**config.mk**
```make
export PLATFORM = sky130hd
export DESIGN_NAME = six_lane_single_wire_pga_programmer_unit
export DESIGN_NICKNAME = d
export VERILOG_FILES = /design/src/rtl/slpga_pkg.sv /design/src/rtl/slpga_core.sv /design/src/rtl/slpga_fifo.sv /design/src/rtl/six_lane_single_wire_pga_programmer_unit.sv
export VERILOG_INCLUDE_DIRS = /design/src /design/src/rtl
export SDC_FILE = /design/constraint.sdc
export NUM_CORES = 1
export LEC_CHECK = 0
export ABC_AREA = 1
export BUFFER_PORTS_ARGS = -buffer_cell sky130_fd_sc_hd__buf_2
export CAP_MARGIN = 10
export CORE_ASPECT_RATIO = 0.7
export CORE_MARGIN = 8
export CORE_UTILIZATION = 59
export DETAILED_ROUTE_END_ITERATION = 6
export GPL_ROUTABILITY_DRIVEN = 0
export PLACE_DENSITY = 0.87
export SETUP_SLACK_MARGIN = 0.1
export SLEW_MARGIN = 20
export SYNTH_ARGS = -nofsm -noshare
export SYNTH_HDL_FRONTEND = slang
export SYNTH_SLANG_ARGS = --single-unit
```
**constraint.sdc**
```tcl
create_clock -name clk -period 3.3 [get_ports clk]
set_input_delay 0.825 -clock clk [delete_from_list [all_inputs] [get_ports clk]]
set_output_delay 0.825 -clock clk [all_outputs]
set_load 0.01 [all_outputs]
```
**src/rtl/assert_macros.svh**
```systemverilog
// Assertion macros shared by the frame sequencer and result queue of the programmer.
`ifndef ASSERT_MACROS_SVH
`define ASSERT_MACROS_SVH
`ifndef SYNTHESIS
`define ASSERT_IMPLY(label, clk, rst_n, cond, prop, msg) \
    label: assert property (@(posedge clk) disable iff (!rst_n) (cond) |-> (prop)) \
        else $error(msg);
`define ASSERT_NEXT(label, clk, rst_n, cond, prop, msg) \
    label: assert property (@(posedge clk) disable iff (!rst_n) (cond) |=> (prop)) \
        else $error(msg);
`else
`define ASSERT_IMPLY(label, clk, rst_n, cond, prop, msg)
`define ASSERT_NEXT(label, clk, rst_n, cond, prop, msg)
`endif
`endif

```
**src/rtl/slpga_pkg.sv**
```systemverilog
// Types, constants and frame builder of the six-lane amplifier programmer.
`default_nettype none
package slpga_pkg;

    localparam int LANES        = 6;
    localparam int FRAME_BITS   = 38;
    localparam int FIFO_DEPTH   = 4;

    localparam logic [5:0]  ALL_PINS      = 6'h3f;
    localparam logic [5:0]  LAST_BIT      = 6'd37;
    localparam logic [5:0]  FRAME_LEN     = 6'd38;
    localparam logic [2:0]  RELEASE_PHASE = 3'd6;
    localparam logic [11:0] FRAME_HEAD    = 12'b100000000001;
    localparam logic [1:0]  FRAME_FUNC    = 2'b01;
    localparam logic [1:0]  FRAME_MARK    = 2'b10;
    localparam logic [11:0] FRAME_TAIL    = 12'b011111111110;

    // Parameter select codes
    localparam logic [1:0] SEL_GAIN2  = 2'd0;
    localparam logic [1:0] SEL_GAIN1  = 2'd1;
    localparam logic [1:0] SEL_OFFSET = 2'd2;
    localparam logic [1:0] SEL_REPEAT = 2'd3;

    // Operation codes
    localparam logic OP_TICK  = 1'b0;
    localparam logic OP_START = 1'b1;

    typedef logic [LANES-1:0][7:0] value_array_t;

    typedef struct packed {
        logic [5:0] pins;
        logic       is_pin_write;
        logic       start_rejected;
        logic       busy_res;
        logic       last;
    } result_t;

    // Results produced by one processed beat
    typedef struct packed {
        logic    push0;
        logic    push1;
        result_t res0;
        result_t res1;
    } push_t;

    // Build the 38-bit frame for one lane, MSB first on the wire
    function automatic logic [FRAME_BITS-1:0] frame_of(input logic [1:0] code,
                                                        input logic [7:0] value);
        frame_of = {FRAME_HEAD, FRAME_FUNC, code, FRAME_MARK, value, FRAME_TAIL};
    endfunction

endpackage
`default_nettype wire

```
**src/rtl/slpga_core.sv**
```systemverilog
// Frame sequencer: holds the frame state and forms the results of one beat.
`default_nettype none
`include "assert_macros.svh"
module slpga_core (
    input  wire logic                    clk,
    input  wire logic                    rst_n,
    input  wire logic                    advance,
    input  wire logic                    operation,
    input  wire logic [1:0]              parameter_select,
    input  wire slpga_pkg::value_array_t values,
    output slpga_pkg::push_t             push
);
    import slpga_pkg::*;

    value_array_t           values_reg, values_next;
    logic [1:0]             code_reg, code_next;
    logic [5:0]             bit_index_reg, bit_index_next;
    logic [2:0]             phase_reg, phase_next;
    logic                   running_reg, running_next;
    logic [5:0]             pos;
    logic [5:0]             port;
    logic [FRAME_BITS-1:0]  frame;

    // Select the current frame bit on every lane
    assign pos = LAST_BIT - bit_index_reg;

    always_comb
    begin
        port = ALL_PINS;
        frame = '0;
        for (int j = 0; j < LANES; j++)
        begin
            frame = frame_of(code_reg, values_reg[j]);
            port[j] = frame[pos];
        end
    end

    // Next state and results
    always_comb
    begin
        values_next    = values_reg;
        code_next      = code_reg;
        bit_index_next = bit_index_reg;
        phase_next     = phase_reg;
        running_next   = running_reg;
        push           = '0;
        if (advance)
        begin
            if (operation == OP_START)
            begin
                push.push0 = 1'b1;
                if (running_reg)
                begin
                    push.res0 = '{pins: 6'd0, is_pin_write: 1'b0, start_rejected: 1'b1,
                                  busy_res: 1'b0, last: 1'b1};
                end
                else
                begin
                    if (parameter_select != SEL_REPEAT)
                    begin
                        code_next   = parameter_select;
                        values_next = values;
                    end
                    bit_index_next = '0;
                    phase_next     = '0;
                    running_next   = 1'b1;
                    push.res0 = '{pins: 6'd0, is_pin_write: 1'b0, start_rejected: 1'b0,
                                  busy_res: 1'b0, last: 1'b1};
                end
            end
            else if (running_reg)
            begin
                if (bit_index_reg >= FRAME_LEN)
                begin
                    running_next = 1'b0;
                end
                else if (phase_reg == 3'd0)
                begin
                    // Raise all pins, then drop the zero-bit pins
                    push.push0 = 1'b1;
                    push.push1 = 1'b1;
                    push.res0 = '{pins: ALL_PINS, is_pin_write: 1'b1, start_rejected: 1'b0,
                                  busy_res: 1'b0, last: 1'b0};
                    push.res1 = '{pins: port, is_pin_write: 1'b1, start_rejected: 1'b0,
                                  busy_res: 1'b0, last: 1'b1};
                    if (port != 6'd0)
                    begin
                        phase_next = 3'd1;
                    end
                    else
                    begin
                        phase_next     = '0;
                        bit_index_next = bit_index_reg + 6'd1;
                        running_next   = (bit_index_next < FRAME_LEN);
                    end
                end
                else if (phase_reg < RELEASE_PHASE)
                begin
                    phase_next = phase_reg + 3'd1;
                end
                else
                begin
                    // Release: drop all pins and move to the next bit
                    push.push0 = 1'b1;
                    push.res0 = '{pins: 6'd0, is_pin_write: 1'b1, start_rejected: 1'b0,
                                  busy_res: 1'b0, last: 1'b1};
                    phase_next     = '0;
                    bit_index_next = bit_index_reg + 6'd1;
                    running_next   = (bit_index_next < FRAME_LEN);
                end
            end
        end
        push.res0.busy_res = running_next;
        push.res1.busy_res = running_next;
    end

    // Hold frame state
    always_ff @(posedge clk or negedge rst_n)
    begin
        if (!rst_n)
        begin
            values_reg    <= '0;
            code_reg      <= '0;
            bit_index_reg <= '0;
            phase_reg     <= '0;
            running_reg   <= 1'b0;
        end
        else
        begin
            values_reg    <= values_next;
            code_reg      <= code_next;
            bit_index_reg <= bit_index_next;
            phase_reg     <= phase_next;
            running_reg   <= running_next;
        end
    end

    `ASSERT_IMPLY(a_phase_needs_run, clk, rst_n, phase_reg != 3'd0, running_reg,
                  "phase active while idle")
    `ASSERT_IMPLY(a_index_in_frame, clk, rst_n, running_reg, bit_index_reg < FRAME_LEN,
                  "bit index past frame while running")
    `ASSERT_IMPLY(a_pair_order, clk, rst_n, push.push1,
                  push.push0 && push.res1.last && !push.res0.last,
                  "second result without a leading first")

endmodule
`default_nettype wire

```
**src/rtl/slpga_fifo.sv**
```systemverilog
// Result queue that takes up to two results per cycle and emits one per pop.
`default_nettype none
`include "assert_macros.svh"
module slpga_fifo (
    input  wire logic               clk,
    input  wire logic               rst_n,
    input  wire slpga_pkg::push_t   push,
    input  wire logic               pop,
    output logic                    room2,
    output logic                    not_empty,
    output slpga_pkg::result_t      head
);
    import slpga_pkg::*;

    result_t    entry_reg [FIFO_DEPTH];
    logic [1:0] wr_ptr_reg, rd_ptr_reg;
    logic [2:0] count_reg, count_next;
    logic [1:0] wr_ptr_next;
    logic       do_pop;

    assign not_empty = (count_reg != 3'd0);
    assign room2     = (count_reg <= 3'(FIFO_DEPTH - 2));
    assign head      = entry_reg[rd_ptr_reg];
    assign do_pop    = pop && not_empty;

    // Advance pointers and occupancy
    always_comb
    begin
        wr_ptr_next = wr_ptr_reg + {1'b0, push.push0} + {1'b0, push.push1};
        count_next  = count_reg + {2'b0, push.push0} + {2'b0, push.push1} - {2'b0, do_pop};
    end

    always_ff @(posedge clk or negedge rst_n)
    begin
        if (!rst_n)
        begin
            wr_ptr_reg <= '0;
            rd_ptr_reg <= '0;
            count_reg  <= '0;
        end
        else
        begin
            wr_ptr_reg <= wr_ptr_next;
            count_reg  <= count_next;
            if (do_pop)
            begin
                rd_ptr_reg <= rd_ptr_reg + 2'd1;
            end
        end
    end

    // Store pushed results
    always_ff @(posedge clk)
    begin
        if (push.push0)
        begin
            entry_reg[wr_ptr_reg] <= push.res0;
        end
        if (push.push1)
        begin
            entry_reg[wr_ptr_reg + 2'd1] <= push.res1;
        end
    end

    `ASSERT_IMPLY(a_count_bound, clk, rst_n, 1'b1, count_reg <= 3'(FIFO_DEPTH),
                  "queue count above depth")
    `ASSERT_IMPLY(a_push_room, clk, rst_n, push.push0, room2,
                  "push without room for two results")
    `ASSERT_NEXT(a_pop_only, clk, rst_n, do_pop && !push.push0,
                 count_reg == $past(count_reg) - 3'd1, "pop did not lower count")

endmodule
`default_nettype wire

```
**src/rtl/six_lane_single_wire_pga_programmer_unit.sv**
```systemverilog
// Top level of the six-lane single-wire amplifier programmer.
// Each accepted beat is a timer tick or a frame start. A beat is held in the input
// register, is processed by the frame sequencer, and its zero, one or two results enter a
// four-entry result queue that drives the output channel. A new beat is taken every cycle
// while the queue has room for two results; because the output channel moves one result
// per cycle while out_stall is low, the sustained rate is one beat per cycle for starts,
// idle ticks and mid-phase ticks, while the first tick of each frame bit yields two
// results and so holds back later beats once the queue runs short of room.
`default_nettype none
module six_lane_single_wire_pga_programmer_unit (
    input  wire logic       clk,
    input  wire logic       rst_n,
    input  wire logic       in_valid,
    output logic            in_stall,
    input  wire logic       operation,
    input  wire logic [1:0] parameter_select,
    input  wire logic [7:0] value_ch0,
    input  wire logic [7:0] value_ch1,
    input  wire logic [7:0] value_ch2,
    input  wire logic [7:0] value_ch3,
    input  wire logic [7:0] value_ch4,
    input  wire logic [7:0] value_ch5,
    output logic            out_valid,
    input  wire logic       out_stall,
    output logic [5:0]      pins,
    output logic            is_pin_write,
    output logic            start_rejected,
    output logic            busy_res,
    output logic            last
);
    import slpga_pkg::*;

    logic         in_valid_reg;
    logic         operation_reg;
    logic [1:0]   select_reg;
    value_array_t values_reg;
    logic         advance;
    logic         room2;
    push_t        push;
    result_t      head;

    assign advance  = in_valid_reg && room2;
    assign in_stall = in_valid_reg && !room2;

    // Input register: load a beat whenever the held one moves on
    always_ff @(posedge clk or negedge rst_n)
    begin
        if (!rst_n)
        begin
            in_valid_reg <= 1'b0;
        end
        else if (!in_stall)
        begin
            in_valid_reg <= in_valid;
        end
    end

    always_ff @(posedge clk)
    begin
        if (in_valid && !in_stall)
        begin
            operation_reg <= operation;
            select_reg    <= parameter_select;
            values_reg    <= {value_ch5, value_ch4, value_ch3,
                              value_ch2, value_ch1, value_ch0};
        end
    end

    slpga_core u_core (
        .clk              (clk),
        .rst_n            (rst_n),
        .advance          (advance),
        .operation        (operation_reg),
        .parameter_select (select_reg),
        .values           (values_reg),
        .push             (push)
    );

    slpga_fifo u_fifo (
        .clk       (clk),
        .rst_n     (rst_n),
        .push      (push),
        .pop       (!out_stall),
        .room2     (room2),
        .not_empty (out_valid),
        .head      (head)
    );

    // Drive the result channel from the queue head
    assign pins           = head.pins;
    assign is_pin_write   = head.is_pin_write;
    assign start_rejected = head.start_rejected;
    assign busy_res       = head.busy_res;
    assign last           = head.last;

endmodule
`default_nettype wire
```
# Word level (Yosys, flattened, before mapping)
# Memory sizes are Yosys's and may differ from the RTL's.
# Index checks and enable logic that the tools add are counted.
# word_totals
reg_bits,119
ram_bits,40
inputBits,55
output_inout_bits,12
wordCells,109
memories,1
# memory_table
memory,depth,word_bits,read_ports,rd_clocked_by_memory_dff,write_ports,line_no,text
u_fifo.entry_reg,4,10,1,0,2,slpga_fifo.sv:15,result_t entry_reg [FIFO_DEPTH];
# op_classes
addsub,10
n_lt_le_gt_ge,5
eq_ne,5
muxes,51
bitwise,1
reduce_logical,14
# op_table
operator,n
two-way mux 22 bit,3
two-way mux 6 bit,7
two-way mux 10 bit,4
binary-select mux 1 bit (select 6 bit),6
two-way mux 1 bit,23
two-way mux 3 bit,7
AND reduction 4 bit,2
"less-than comparator 6 x 7 -> 1 bit, second input constant",1
adder 3 x 1 -> 3 bit,2
"adder 6 x 1 -> 6 bit, second input constant",1
"greater-or-equal comparator 6 bit, second input constant",1
"less-than comparator 6 bit, second input constant",1
"inequality test 2 bit, second input constant",3
AND reduction 6 bit,1
nonzero test 6 bit,1
"subtractor 6 bit, first input constant",1
adder 2 x 1 -> 2 bit,2
"adder 2 x 1 -> 2 bit, second input constant",2
logical AND 1 bit,4
two-way mux 4 bit,1
"adder 3 x 1 -> 3 bit, second input constant",1
"less-or-equal comparator 3 x 2 -> 1 bit, second input constant",1
zero test 1 bit,3
zero test 3 bit,1
other kinds (7),7

# Depth between registers and ports, before layout
# Gate-level depths: netlist of the first run.
# logic_depth
ltp_word,11
ltp_mapped,20
depth_no_buf,18

# Hierarchy
# From an unflattened synthesis of the first run, not the netlist that was laid out.
# hier_totals
hier_cells,740
hier_area_um2,7666.1
# by_module_without_submodules
mod,instances,cells_each,area_each_um2,seq_area_each_um2
slpga_core,1,405,3493.4,1501.4
slpga_fifo,1,274,2572.5,1376.3
six_lane_single_wire_pga_programmer_unit,1,61,1600.3,1556.5

# Worst setup path before layout of the first run
# No wires, ideal clock.
# synth_path
path_kind,register to register
start,register u_fifo.count_reg[1]
end,register u_fifo.count_reg[2]
t_arrival_ns,2.592
setup_slack_ns,0.586
stages_incl_launch_ff,13
path_buffers,0
period_less_slack_ns,2.714
cell_sequence,dfrtp_1 > inv_1 > ha_1 > a31oi_1 > nor2_1 > inv_1 > a21oi_1 > inv_1 > ha_1 > inv_1 > fa_1 > fa_1 > xnor2_1
# synth_between
elab_chain_cells,6
word_cells_on_any_way,8
cone_classes,add/sub: 3; order compare: 1; mux: 1; reduce/logical: 3
# synth_rtl
element,line_no,text
"start, declared",slpga_fifo.sv:17,"logic [2:0] count_reg, count_next;"
"start signal, assigned",slpga_fifo.sv:44,count_reg <= count_next;
less-or-equal comparator 3 x 2 -> 1 bit,slpga_fifo.sv:22,assign room2 = (count_reg <= 3'(FIFO_DEPTH - 2));
logical AND 1 bit,six_lane_single_wire_pga_programmer_unit.sv:42,assign advance = in_valid_reg && room2;
two-way mux 22 bit,slpga_core.sv:47,if (advance)
adder 3 x 1 -> 3 bit (2 in a row),slpga_fifo.sv:30,"count_next = count_reg + {2'b0, push.push0} + {2'b0, push.push1} - {2'b0, do_pop};"
subtractor 3 x 1 -> 3 bit *,slpga_fifo.sv:30,
via u_fifo.count_next[2],slpga_fifo.sv:17,
# The timed path passes the listed nets; every way through them passes the cells marked *.
# A chain may end at the register's enable or synchronous reset.

# Final worst setup path of the first run
# layout_path
start,register u_core.bit_index_reg[3]
end,register u_fifo.count_reg[2]
# layout_between
elab_chain_cells,8
word_cells_on_any_way,9
cone_classes,add/sub: 3; order compare: 1; mux: 5
# layout_rtl
element,line_no,text
"start, declared",slpga_core.sv:17,"logic [5:0] bit_index_reg, bit_index_next;"
"start signal, assigned",slpga_core.sv:132,bit_index_reg <= bit_index_next;
greater-or-equal comparator 6 bit *,slpga_core.sv:73,if (bit_index_reg >= FRAME_LEN)
two-way mux 22 bit *,slpga_core.sv:73,
two-way mux 22 bit *,slpga_core.sv:71,else if (running_reg)
two-way mux 1 bit,slpga_core.sv:49,if (operation == OP_START)
two-way mux 22 bit *,slpga_core.sv:47,
adder 3 x 1 -> 3 bit,slpga_fifo.sv:30,
adder 3 x 1 -> 3 bit *,slpga_fifo.sv:30,
subtractor 3 x 1 -> 3 bit *,slpga_fifo.sv:30,
via u_fifo.count_next[2],slpga_fifo.sv:17,
# Marks and branches as above.

==> out/summary.txt, run 1 <==
flip-flop count of the largest register, all copies and words added - 48
global-route wire length before repair - 27.65 mm
relative slew slack - 0.4320
arrival time of data at the critical path endpoint - 3.41 ns
aggregate global routing overflow - 0
Rows - 33
clock tree buffer depth - 2
number of optimization iterations in the first detailed-route pass - 5
core region area - 0.01177 mm2
Avg Vias per Cell - 5.910
portion of synthesized cell area occupied by the leading cell type - 0.3641
worst slew pin tran - 0.8501 ns
Synth-to-Final Area Change - 15.34%
global routing usage on met2 - 0.3590
cell at the root of the clock tree - clkbuf_16
total via count after detailed routing - 5331
accumulated negative setup slack - 0 ns
Worst path max stage delay - 0.45 ns
count of unique library cells instantiated by Yosys - 38
Post-Synthesis Mean Instance Area - 10.87 um2
post-route fraction of the period consumed by the critical path - 0.9420
critical path startpoint category - flop
number of synthesized register bits - 159
1st-iter DRT viols - 510
# setup viols final - 0
DRC Markers - 0
CP endpoint kind - flop
RSZ-0062 raised after global routing - true
number of diodes - 0
worst setup margin - 0.1915 ns
top cells by count, synth - nand2_1 (151), edfxtp_1 (87), dfrtp_1 (68)
leakage power total - 3.675 nW
Post-CTS Repair Setup Buffers - 0
kind of critical path - flop to flop
detailed-route wire length per cell - 18.81 um
Final HPWL DP - 11.33 mm
count of flip-flops with a built-in enable after synthesis - 87
biggest area contributors in the synthesized netlist - edfxtp_1 (36%), dfrtp_1 (24%), nand2_1 (7.9%)
clock latency on the worst-skew pair - 0.43 ns
overall die area - 0.01600 mm2
class of the tightest hold or removal check - input port to asynchronous set/reset pin
reported max-cap violation count - 0
layer carrying the most global-route usage - met2
fin. max-slew vios - 0
Main synth FF type - edfxtp_1
port bufs - 66
met1 Use GR - 0.2734
power density normalized to cell area - 931.8 mW/mm2
layout cell share with drive strength beyond 1 - 0.2349
library cell with the highest instance count after synthesis - nand2_1
Die X-Extent - 147.8 um
TritonCTS clock tree - done
final worst path period need - 3.108 ns
final net count - 802
Req. time, crit path - 3.60 ns
maximum number of pins on one net before global-route repair - 69
placed inst area - 0.007662 mm2
number of buffers created by CTS - 17
maximum achievable frequency - 0.3217 GHz
final hold violation count - 0
fraction of met3 tracks used by global routing - 0.05507
clock slew at the register clock pins of the worst setup and hold paths - 0.06 ns
die height - 108.3 um
YS warnings - 0
number of global-route vias before repair - 5568
GRT Util Overall - 0.2199
final setup skew - 0.01114 ns
proportion of register bits with asynchronous set or reset after synthesis - 0.4277
cells after synthesis - 660
summed instance area of the synthesized netlist - 0.007176 mm2
drt total wl - 16.97 mm
number of top-level design ports - 67
synthesized netlist net count - 730
outcome - finished clean
number of antenna violations at the first check in global routing - 0
post-route cell area - 0.008277 mm2
count of fill cells added during filler insertion - 757
cells along the critical path - nor2_1 -> o21ai_2 -> a21o_1 -> nand2_1 -> o211ai_1 -> a21oi_2 -> inv_1 -> ha_1 -> inv_1 -> fa_1 -> fa_1 -> xnor2_1
clock net sink count - 159
crit-path max FO - 7
IR Drop Worst-Case VDD - 513.3 uV
library cell with the largest summed area after synthesis - edfxtp_1
initial core utilization - 0.6098
Setup Slack @ Placement - 0.1029 ns
sequential element share of the synthesized area - 0.6124
antenna-violating nets left - 0
Clock H-tree levels - 4
cell at the slowest stage of the critical path - dfrtp_1
cell usage in the layout (no fill, tap or decap), types with 8 or more instances in the layout:
master and count:
buf_4 9, mux2_1 8, mux2_2 40, nand3_1 51, o22ai_1 10, edfxtp_1 87
ha_1 12, o21ai_0 50, a21oi_1 18, inv_1 48, dfrtp_1 68, inv_2 9
buf_2 66, nand2_1 151, clkbuf_16 17, nor2_1 35
layout make-up:
cell class / count / area (um2) / area share
clock inverter: 15 / 182.7 / 0.02207
inverter: 57 / 214.0 / 0.02585
sequential: 159 / 4394 / 0.5309
tap: 157 / 196.4 / 0.02373
clock buffer: 17 / 425.4 / 0.05140
timing repair buffer: 76 / 417.9 / 0.05049
multi-input combinational: 421 / 2446 / 0.2955
report_power, final:
| group | switching, W | internal, W | total (W) |
|---|---|---|---|
| clock network | 0.000804 | 0.00120 | 0.00200 |
| registers | 0.000312 | 0.00276 | 0.00307 |
| logic | 0.00176 | 0.000880 | 0.00264 |
worst paths after layout:
check	endpoint	cells past startpoint	slack, ns	from
worst max-delay path	u_fifo.count_reg[2]	12	0.19	u_core.bit_index_reg[3]
worst min-delay path	u_core.frame[14]	2	0.41	rst_n
worst max register to register	u_fifo.count_reg[2]	12	0.19	u_core.bit_index_reg[3]
worst min register to register	u_fifo.entry_reg[1][2]	2	0.45	u_fifo.entry_reg[1][2]
max in group asynchronous	u_fifo.rd_ptr_reg[1]	2	2.59	rst_n
min in group clk	u_fifo.entry_reg[1][2]	2	0.45	u_fifo.entry_reg[1][2]
repair_timing:
action	in CTS	in global routing
gates resized for setup	1	2
setup endpoints to repair	1	4
hold buffers	0	0
cell families (layout without fill, tap and decap cells):
kind of cell    Yosys count  count (layout)  share of synthesized area
xor+xnor                  9               9                    0.01099
flops                   159             159                     0.6124
compound gates           95              95                    0.07393
fa+ha+maj                15              15                    0.02929
simple gates            254             254                     0.1494
mux                      48              48                    0.07533
buf+inv                  80             165                    0.04865
routing by layer:
metal / vias to the layer above / share of wire
met3: 70 / 0.088
li1: 2392 / -
met4: 0 / 0.034
met5: - / 0
met2: 317 / 0.47
met1: 2552 / 0.41
worst max-delay path, delay by kind of cell, from the launching register on:
kind                     cells  cell delay (ns)
AO/OA/AOI/OAI                4             0.75
adder cells (fa/ha/maj)      3             1.09
AND/OR/NAND/NOR              2             0.34
flip-flops                   1             0.45
XOR/XNOR                     1             0.15
buffers and inverters        2             0.18
metrics by stage:
| step | power (W) | hold slack (ns) | util | cells |
|---|---|---|---|---|
| after floorplan | 0.004810 | 0.4234 | - | 660 |
| after global placement | 0.005412 | 0.4392 | 0.6511 | 870 |
| after detailed placement | 0.005592 | 0.4446 | 0.6511 | 870 |
| after CTS | 0.007654 | 0.4370 | 0.7031 | 902 |
| after global routing | 0.008149 | 0.4488 | 0.7033 | 902 |
| final | 0.007712 | 0.4123 | 0.7033 | 902 |
No activity file was read; power rests on OpenSTA's default activity.
==> inputs of run 2 (changes only) <==
PLACE_DENSITY = 0.79   (was 0.87)
==> run 2 against run 1 <==
  * Cell area decreased by 0.56%
  * Count of clock-buffer cells in the layout increased by 2
  * Critical path depth unchanged
  * Power decreased by 2.7%
  * Critical path type unchanged
  * Largest cell class unchanged
  * Highest routed layer unchanged
==> out/summary.txt, run 2 (same netlist as run 1, synthesis figures left out) <==
power density normalized to cell area - 911.4 mW/mm2
maximum number of pins on one net before global-route repair - 51
Final HPWL DP - 10.64 mm
maximum achievable frequency - 0.3476 GHz
initial core utilization - 0.6098
DRC Markers - 0
core region area - 0.01177 mm2
clock slew at the register clock pins of the worst setup and hold paths - 0.07 ns
final net count - 803
placed inst area - 0.007657 mm2
# setup viols final - 0
outcome - finished clean
global-route wire length before repair - 25.94 mm
IR Drop Worst-Case VDD - 546.9 uV
power share of the sequential group - 0.407
clock latency on the worst-skew pair - 0.43 ns
reported max-cap violation count - 0
die height - 108.3 um
fin. max-slew vios - 0
Synth-to-Final Area Change - 14.70%
accumulated negative setup slack - 0 ns
Die X-Extent - 147.8 um
TritonCTS clock tree - done
worst slew pin tran - 0.7759 ns
Tot Pwr - 0.007502 W
most used cells in the layout excluding fill and tap cells - nand2_1 (151), edfxtp_1 (87), dfrtp_1 (68)
combinational share of power - 0.341
detailed-route wire length per cell - 17.19 um
final hold violation count - 0
leakage power total - 3.673 nW
relative slew slack - 0.4820
kind of critical path - flop to flop
drt total wl - 15.53 mm
cell internal pwr - 0.004716 W
post-route fraction of the period consumed by the critical path - 0.8717
number of buffers created by CTS - 17
number of antenna violations at the first check in global routing - 0
final worst path period need - 2.877 ns
CP endpoint kind - flop
Reg-to-Reg Start - u_fifo.count_reg[1]
Req. time, crit path - 3.61 ns
Rows - 33
number of diodes - 0
post-route cell area - 0.008230 mm2
flip-flop count of the largest register, all copies and words added - 48
arrival time of data at the critical path endpoint - 3.18 ns
cell at the root of the clock tree - clkbuf_16
1st-iter DRT viols - 524
count of instances resized after the clock tree is built - 0
layout cell share with drive strength beyond 1 - 0.2332
clock power share - 0.252
Post-CTS Repair Setup Buffers - 0
RSZ-0062 raised after global routing - false
worst setup slack for register-to-register paths - 0.42 ns
Avg Vias per Cell - 5.652
worst setup margin - 0.4234 ns
Setup Slack @ Placement - 0.4450 ns
Clock H-tree levels - 4
number of buffers inserted by hold repair at cts - 0
aggregate global routing overflow - 0
port bufs - 66
sw power - 0.002785 W
number of top-level design ports - 67
FF-to-FF path depth - 12
switching fraction of total power - 0.3713
clock net sink count - 159
crit-path max FO - 6
worst reg2reg endpoint - u_fifo.count_reg[2]
antenna-violating nets left - 0
GRT Util Overall - 0.2067
count of fill cells added during filler insertion - 843
critical path startpoint category - flop
number of global-route vias before repair - 5201
final setup skew - 0.01156 ns
overall die area - 0.01600 mm2
class of the tightest hold or removal check - input port to asynchronous set/reset pin
total via count after detailed routing - 5104
number of optimization iterations in the first detailed-route pass - 5
clock tree buffer depth - 2
most common cell after layout, fill and taps aside - nand2_1
[run 2: how the worst max path moves through the flow]
| stage | startpoint | endpoint | slack [ns] | depth (start not counted) |
|---|---|---|---|---|
| after global placement | u_fifo.count_reg[1] | u_fifo.count_reg[2] | 0.60 | 12 |
| after CTS | u_fifo.count_reg[1] | u_fifo.count_reg[2] | 0.42 | 12 |
| after global routing | u_core.bit_index_reg[1] | u_fifo.entry_reg[1][1] | 0.15 | 16 |
| after detailed placement | u_fifo.count_reg[1] | u_fifo.count_reg[2] | 0.45 | 12 |
| after floorplan | u_fifo.count_reg[1] | u_fifo.count_reg[2] | 0.59 | 12 |
| final | u_fifo.count_reg[1] | u_fifo.count_reg[2] | 0.42 | 12 |
[run 2: power by group through the flow]
stage	Sequential (W)	Combinational, W	Clock (W)
2_1_floorplan	0.00299	0.00182	0
3_5_place_dp	0.00308	0.00251	0
5_1_grt	0.00312	0.00286	0.00199
6_report	0.00305	0.00255	0.00189
4_1_cts	0.00305	0.00255	0.00191
3_3_place_gp	0.00305	0.00239	0
[run 2: area by class of cell]
type                    count  area, um2  area share
repair buffers             77      412.9     0.05017
well taps                 157      196.4     0.02387
clock inverters            13      130.1     0.01581
multi-input cells         421       2440      0.2964
clock buffers              19      442.9     0.05382
flip-flops and latches    159       4394      0.5339
inverters                  57      214.0     0.02600
[run 2: critical path, cell delays in order, from the launching register on]
cell	delay (ns)
dfrtp_1	0.38
inv_1	0.14
ha_1	0.17
a31oi_1	0.05
nor2_1	0.28
inv_1	0.19
a21oi_1	0.21
inv_1	0.11
ha_1	0.28
inv_1	0.05
fa_1	0.38
fa_1	0.39
xnor2_1	0.13
[run 2: metal layers]
metal | GRT usage | vias up | wire length [um]
met1 | 0.2822 | 2463 | 7054
met5 | 0 | - | 0
met2 | 0.3211 | 220 | 7180
met4 | 0.06672 | 0 | 195
li1 | - | 2392 | -
met3 | 0.05298 | 29 | 1094
[run 2: stage by stage]
step	utilization	cells	hold slack, ns
floorplan	-	660	0.4234
global placement	0.6507	871	0.4362
detailed placement	0.6507	871	0.4440
CTS	0.6994	903	0.4468
global route	0.6994	903	0.4652
finish	0.6994	903	0.4345
